[config.mk]
export PLATFORM = sky130hd
export DESIGN_NAME = rpfa_ctrl
export DESIGN_NICKNAME = d
export VERILOG_FILES = /design/src/rtl/core/rpfa_pkg.sv /design/src/rtl/core/rpfa_ctrl.sv
export SDC_FILE = /design/constraint.sdc
export NUM_CORES = 1
export LEC_CHECK = 0
export ABC_AREA = 0
export BUFFER_PORTS_ARGS = -buffer_cell sky130_fd_sc_hd__buf_2
export CAP_MARGIN = 20
export CORE_AREA = 3 3 40 42
export CTS_BUF_LIST = sky130_fd_sc_hd__clkbuf_4 sky130_fd_sc_hd__clkbuf_8 sky130_fd_sc_hd__clkbuf_16
export CTS_CLUSTER_DIAMETER = 120
export DETAILED_ROUTE_END_ITERATION = 10
export DIE_AREA = 0 0 43 45
export PLACE_DENSITY = 0.58
export SKIP_CTS_REPAIR_TIMING = 1
export SLEW_MARGIN = 20
export SYNTH_ARGS = -nofsm -noshare
export SYNTH_HDL_FRONTEND = slang
export SYNTH_SLANG_ARGS = --single-unit
[constraint.sdc]
create_clock -name clock -period 1.64 [get_ports clock]
set_input_delay 0.41 -clock clock [delete_from_list [all_inputs] [get_ports clock]]
set_output_delay 0.41 -clock clock [all_outputs]
set_load 0.05 [all_outputs]
[src/rtl/core/rpfa_pkg.sv]
// Shared constants, command and status codes, and control types for the
// reference-counted page-frame allocator. No dependencies.
`default_nettype none

package rpfa_pkg;

   localparam int NUM_PAGES = 512;
   localparam int WORD_BITS = 32;
   localparam int REF_BITS  = 8;
   localparam int NUM_WORDS = (NUM_PAGES + WORD_BITS - 1) / WORD_BITS;

   localparam int PAGE_W = $clog2(NUM_PAGES);
   localparam int BIT_W  = $clog2(WORD_BITS);
   localparam int WIDX_W = $clog2(NUM_WORDS);
   localparam int CNT_W  = $clog2(NUM_PAGES + 1);
   localparam int FUP_W  = 10;
   localparam int CMD_W  = 2;
   localparam int STS_W  = 2;

   localparam int REQ_DATA_W = ((PAGE_W + 7) / 8) * 8;
   localparam int RSP_BITS   = PAGE_W + REF_BITS + CNT_W;
   localparam int RSP_DATA_W = ((RSP_BITS + 7) / 8) * 8;

   localparam logic [REF_BITS-1:0] REF_MAX = '1;
   localparam logic [FUP_W-1:0]    FUP_RESET = FUP_W'(1);

   localparam logic [CMD_W-1:0] CMD_INIT  = 2'd0;
   localparam logic [CMD_W-1:0] CMD_ALLOC = 2'd1;
   localparam logic [CMD_W-1:0] CMD_ADD   = 2'd2;
   localparam logic [CMD_W-1:0] CMD_REL   = 2'd3;

   localparam logic [STS_W-1:0] ST_OK     = 2'd0;
   localparam logic [STS_W-1:0] ST_NOFREE = 2'd1;
   localparam logic [STS_W-1:0] ST_UNREF  = 2'd2;
   localparam logic [STS_W-1:0] ST_SAT    = 2'd3;

   typedef struct packed {
      logic capture;
      logic clr_step;
      logic clr_init;
      logic scan_step;
      logic scan_fail;
      logic upd;
      logic load_out;
   } ctl_cmd_type;

   typedef struct packed {
      logic clr_last;
      logic scan_hit;
      logic scan_last;
      logic total_zero;
   } dp_sts_type;

   typedef struct packed {
      logic [CNT_W-1:0]    free_pages;
      logic [REF_BITS-1:0] ref_count;
      logic [PAGE_W-1:0]   page_out;
      logic [STS_W-1:0]    status;
   } res_type;

endpackage

`default_nettype wire

[src/rtl/core/rpfa_ctrl.sv]
// Controller state machine of the page-frame allocator: sequences clearing,
// scanning and count updates, and owns both handshakes. Uses rpfa_pkg.
`default_nettype none

module rpfa_ctrl
   import rpfa_pkg::*;
(
   input  wire logic             clock,
   input  wire logic             reset,
   input  wire logic             req_valid,
   input  wire logic [CMD_W-1:0] req_cmd,
   output logic                  req_ready,
   output logic                  rsp_valid,
   input  wire logic             rsp_ready,
   input  wire dp_sts_type       sts,
   output ctl_cmd_type           cmd
);

   localparam logic [2:0] S_CLEAR = 3'd0;
   localparam logic [2:0] S_IDLE  = 3'd1;
   localparam logic [2:0] S_INIT  = 3'd2;
   localparam logic [2:0] S_SCAN  = 3'd3;
   localparam logic [2:0] S_READ  = 3'd4;
   localparam logic [2:0] S_MOD   = 3'd5;
   localparam logic [2:0] S_DONE  = 3'd6;

   logic [2:0] state_ff, state_in;
   logic       rsp_valid_ff, rsp_valid_in;

   assign req_ready = (state_ff == S_IDLE);
   assign rsp_valid = rsp_valid_ff;

   always_comb begin
      state_in = state_ff;
      cmd      = '0;
      case (state_ff)
         S_CLEAR: begin
            cmd.clr_step = 1'b1;
            if (sts.clr_last) begin
               state_in = S_IDLE;
            end
         end
         S_IDLE: begin
            if (req_valid) begin
               cmd.capture = 1'b1;
               case (req_cmd)
                  CMD_INIT:  state_in = S_INIT;
                  CMD_ALLOC: state_in = S_SCAN;
                  default:   state_in = S_READ;
               endcase
            end
         end
         S_INIT: begin
            cmd.clr_step = 1'b1;
            cmd.clr_init = 1'b1;
            if (sts.clr_last) begin
               state_in = S_DONE;
            end
         end
         S_SCAN: begin
            if (sts.total_zero) begin
               cmd.scan_fail = 1'b1;
               state_in      = S_DONE;
            end else if (sts.scan_hit) begin
               cmd.scan_step = 1'b1;
               state_in      = S_DONE;
            end else if (sts.scan_last) begin
               cmd.scan_fail = 1'b1;
               state_in      = S_DONE;
            end else begin
               cmd.scan_step = 1'b1;
            end
         end
         S_READ: begin
            state_in = S_MOD;
         end
         S_MOD: begin
            cmd.upd  = 1'b1;
            state_in = S_DONE;
         end
         S_DONE: begin
            if (!rsp_valid_ff || rsp_ready) begin
               cmd.load_out = 1'b1;
               state_in     = S_IDLE;
            end
         end
         default: begin
            state_in = S_IDLE;
         end
      endcase
   end

   always_comb begin
      rsp_valid_in = rsp_valid_ff;
      if (cmd.load_out) begin
         rsp_valid_in = 1'b1;
      end else if (rsp_ready) begin
         rsp_valid_in = 1'b0;
      end
   end

   always_ff @(posedge clock) begin
      if (reset) begin
         state_ff     <= S_CLEAR;
         rsp_valid_ff <= 1'b0;
      end else begin
         state_ff     <= state_in;
         rsp_valid_ff <= rsp_valid_in;
      end
   end

`ifndef SYNTHESIS
   // A nonzero free count guarantees a free bit somewhere in one full lap.
   a_scan_finds: assert property (@(posedge clock) disable iff (reset)
      (state_ff == S_SCAN && !sts.total_zero && sts.scan_last) |-> sts.scan_hit)
      else $error("scan lap ended without a free page despite nonzero count");

   // A new word is never loaded over one that the receiver has not taken.
   a_no_overwrite: assert property (@(posedge clock) disable iff (reset)
      (cmd.load_out && rsp_valid_ff) |-> rsp_ready)
      else $error("result word overwritten before it was taken");

   // A word waiting for the receiver stays valid.
   a_rsp_hold: assert property (@(posedge clock) disable iff (reset)
      (rsp_valid_ff && !rsp_ready) |=> rsp_valid_ff)
      else $error("result word dropped before it was taken");
`endif

endmodule

`default_nettype wire

==> impl_metrics.toml <==
[run_status]
outcome = "finished clean"

[clock_network]
cts.clk_slew.worst_paths_ns = 0.03
cts_tree = "yes"
clock-sinks = 4
cts-buffers-inserted = 3
insertion_delay_ns = 0.23
clockRootBuffer = "clkbuf_4"
cts_buffer_depth = 2
ctsHtreeMaxLevel = 1

[synth]
synthCells = 42
synth.top_cell.area_share_pct = 24.8
ys_seq_area_share_pct = 24.8
synth.avg_cell_area_um2 = 7.69
yosys.area.top_type = "dfxtp_1"
yosysWarnings = 0
synth_ff_type = "dfxtp_1"
ys_types = 26
ys_ff_latch = 4
synthesis.nets = 52
ys_top_cells_by_area = "dfxtp_1 (25%), a21oi_1 (4.7%), a211oi_1 (4.7%)"
synthTopCellsByCount = "dfxtp_1 (4), nor2_1 (4), a21oi_1 (3), clkbuf_1 (3), inv_1 (3)"
async_flop_share_pct = 0
synth_edf_count = 0
syn_area_um2 = 323

[power]
power_w = 0.000717
ir_worst_vdd_uv = 541
powerDensity_mw_per_mm2 = 1310
power_leakage_nw = 0.241

[cells_and_area]
fill_cells = 132
drive_gt1_share_pct = 58.5
final_nets = 77
stdcell_count = 80
multi_input_area_um2 = 254
diodes = 0
areaGrowthSynthToFinish_pct = 70.2
final_util_pct = 42.7
regArea_um2 = 82.6

[drt]
drt-total-wl_um = 845
route.vias.total = 376
vias_per_cell = 4.70
wl_per_cell_um = 10.6
drt_iter0_markers = 4
drt_first_pass_iters = 3
drc = 0
drtAntennaViolNets = 0

[job]
drv_cap = 0

[global_routing]
grt_usage_pct = 9.83
grt_pass1_wl_um = 1390
overflow = 0
antenna_found_initial = 0
grt_max_degree = 11
first_global_vias = 347

[placed_design]
place.gp.congestion = 0.686
dp.cells = 77
dp_slack_ns = -0.000617
io_buffers = 18
dp_hpwl_um = 694

[timing]
relSlewSlack_pct = 76.9
worstMarginPinSlew_ns = 0.342
finalMaxSlewViolations = 0
finalSetupViolCount = 0
fin_crit_sh_pct = 96.8
setup_ws_ns = 0.0527
min_period_ns = 1.59
finalClockSkew_ns = 0.00372
finalHoldViolations = 0
fmax_ghz = 0.630
final.setup.tns_ns = 0

[critical_path]
crit_path_end_kind = "primary output"
slowest_delay_ns = 0.33
cp.arrival_ns = 1.18
critical_path_peak_fanout = 5
startpoint_type = "flip-flop"
critical_path_class = "flip-flop to primary output"
crit_family = "flip-flops"
cp_data_required_time_ns = 1.23
cp_cell_sequence = "buf_4, nor3_4, and2_4, buf_6"
cp_slowest_cell = "dfxtp_2"
timing.critical_path.buf_inv = 2

[die]
dieHeight_um = 45
dieArea_mm2 = 0.00194
start_util_pct = 25.1
die_x_um = 43
core_mm2 = 0.00128
ioPinCount = 19
rows = 13

[hold_path]
worst_hold_path_type = "input pin to flip-flop"
## report_power, final
part | switching, W | internal (W)
Clock | 0.0000376 | 0.0000816
Sequential | 0.0000203 | 0.000123
Combinational | 0.000288 | 0.000167
## through the flow
step                area, µm²  hold slack, ns
finish                    549           0.407
global route              549           0.414
CTS                       517           0.402
detailed placement        494           0.548
global placement          494           0.551
floorplan                 365           0.479
## sequential cells by signal, indices dropped and copies added, names as in the netlist
| name | flops |
|---|---|
| state_ff | 3 |
| rsp_valid | 1 |
## final timing paths
check / cells after the start / slack (ns) / end / start
min: 2 / 0.41 / rsp_valid / reset
min reg2reg: 2 / 0.54 / rsp_valid / state_ff[1]
max reg2reg: 3 / 0.23 / state_ff[0] / state_ff[1]
max: 4 / 0.05 / cmd[6] / state_ff[1]
## routing by layer
layer	track usage (%)	vias to the layer above	wire length, µm
met3	7.57	0	102
met5	0	-	0
li1	-	198	-
met1	11.4	163	326
met4	0	0	0
met2	15.6	15	417
## cells in the final DEF (no fill, tap or decap)
| master | count |
|---|---|
| a211oi_1 | 1 |
| a211oi_4 | 1 |
| a21oi_1 | 3 |
| a221oi_2 | 1 |
| and2_1 | 1 |
| and2_4 | 1 |
| and3b_1 | 1 |
| buf_2 | 14 |
| buf_4 | 6 |
| buf_6 | 4 |
| clkbuf_4 | 3 |
| dfxtp_1 | 2 |
| dfxtp_2 | 2 |
| inv_1 | 2 |
| inv_2 | 1 |
| mux2i_1 | 1 |
| nand2_1 | 2 |
| nand2b_1 | 1 |
| nand3_2 | 1 |
| nand3b_1 | 1 |
| nand4bb_1 | 1 |
| nor2_1 | 2 |
| nor2_2 | 2 |
| nor2b_1 | 1 |
| nor3_4 | 1 |
| nor3b_2 | 1 |
| nor4b_1 | 1 |
| o21a_1 | 2 |
| o21bai_1 | 1 |
| o311ai_0 | 1 |
| o32ai_1 | 1 |
| or3_1 | 1 |
| or4b_1 | 1 |
## logic make-up after synthesis
group                  count (synthesis)  share of synthesized area (%)
and+or+nand+nor                       19                           36.4
buffers and inverters                  7                           9.30
muxes                                  1                           3.10
AOI/OAI and AO/OA                     11                           26.4
DFF                                    4                           24.8
## layout make-up
class | instances | area share (%)
multi-input combinational | 31 | 46.2
timing repair buffer | 24 | 29.2
sequential | 4 | 15.0
clock buffer | 3 | 4.10
tap | 15 | 3.42
inverter | 3 | 2.05
No activity file was read; power rests on OpenSTA's default activity.
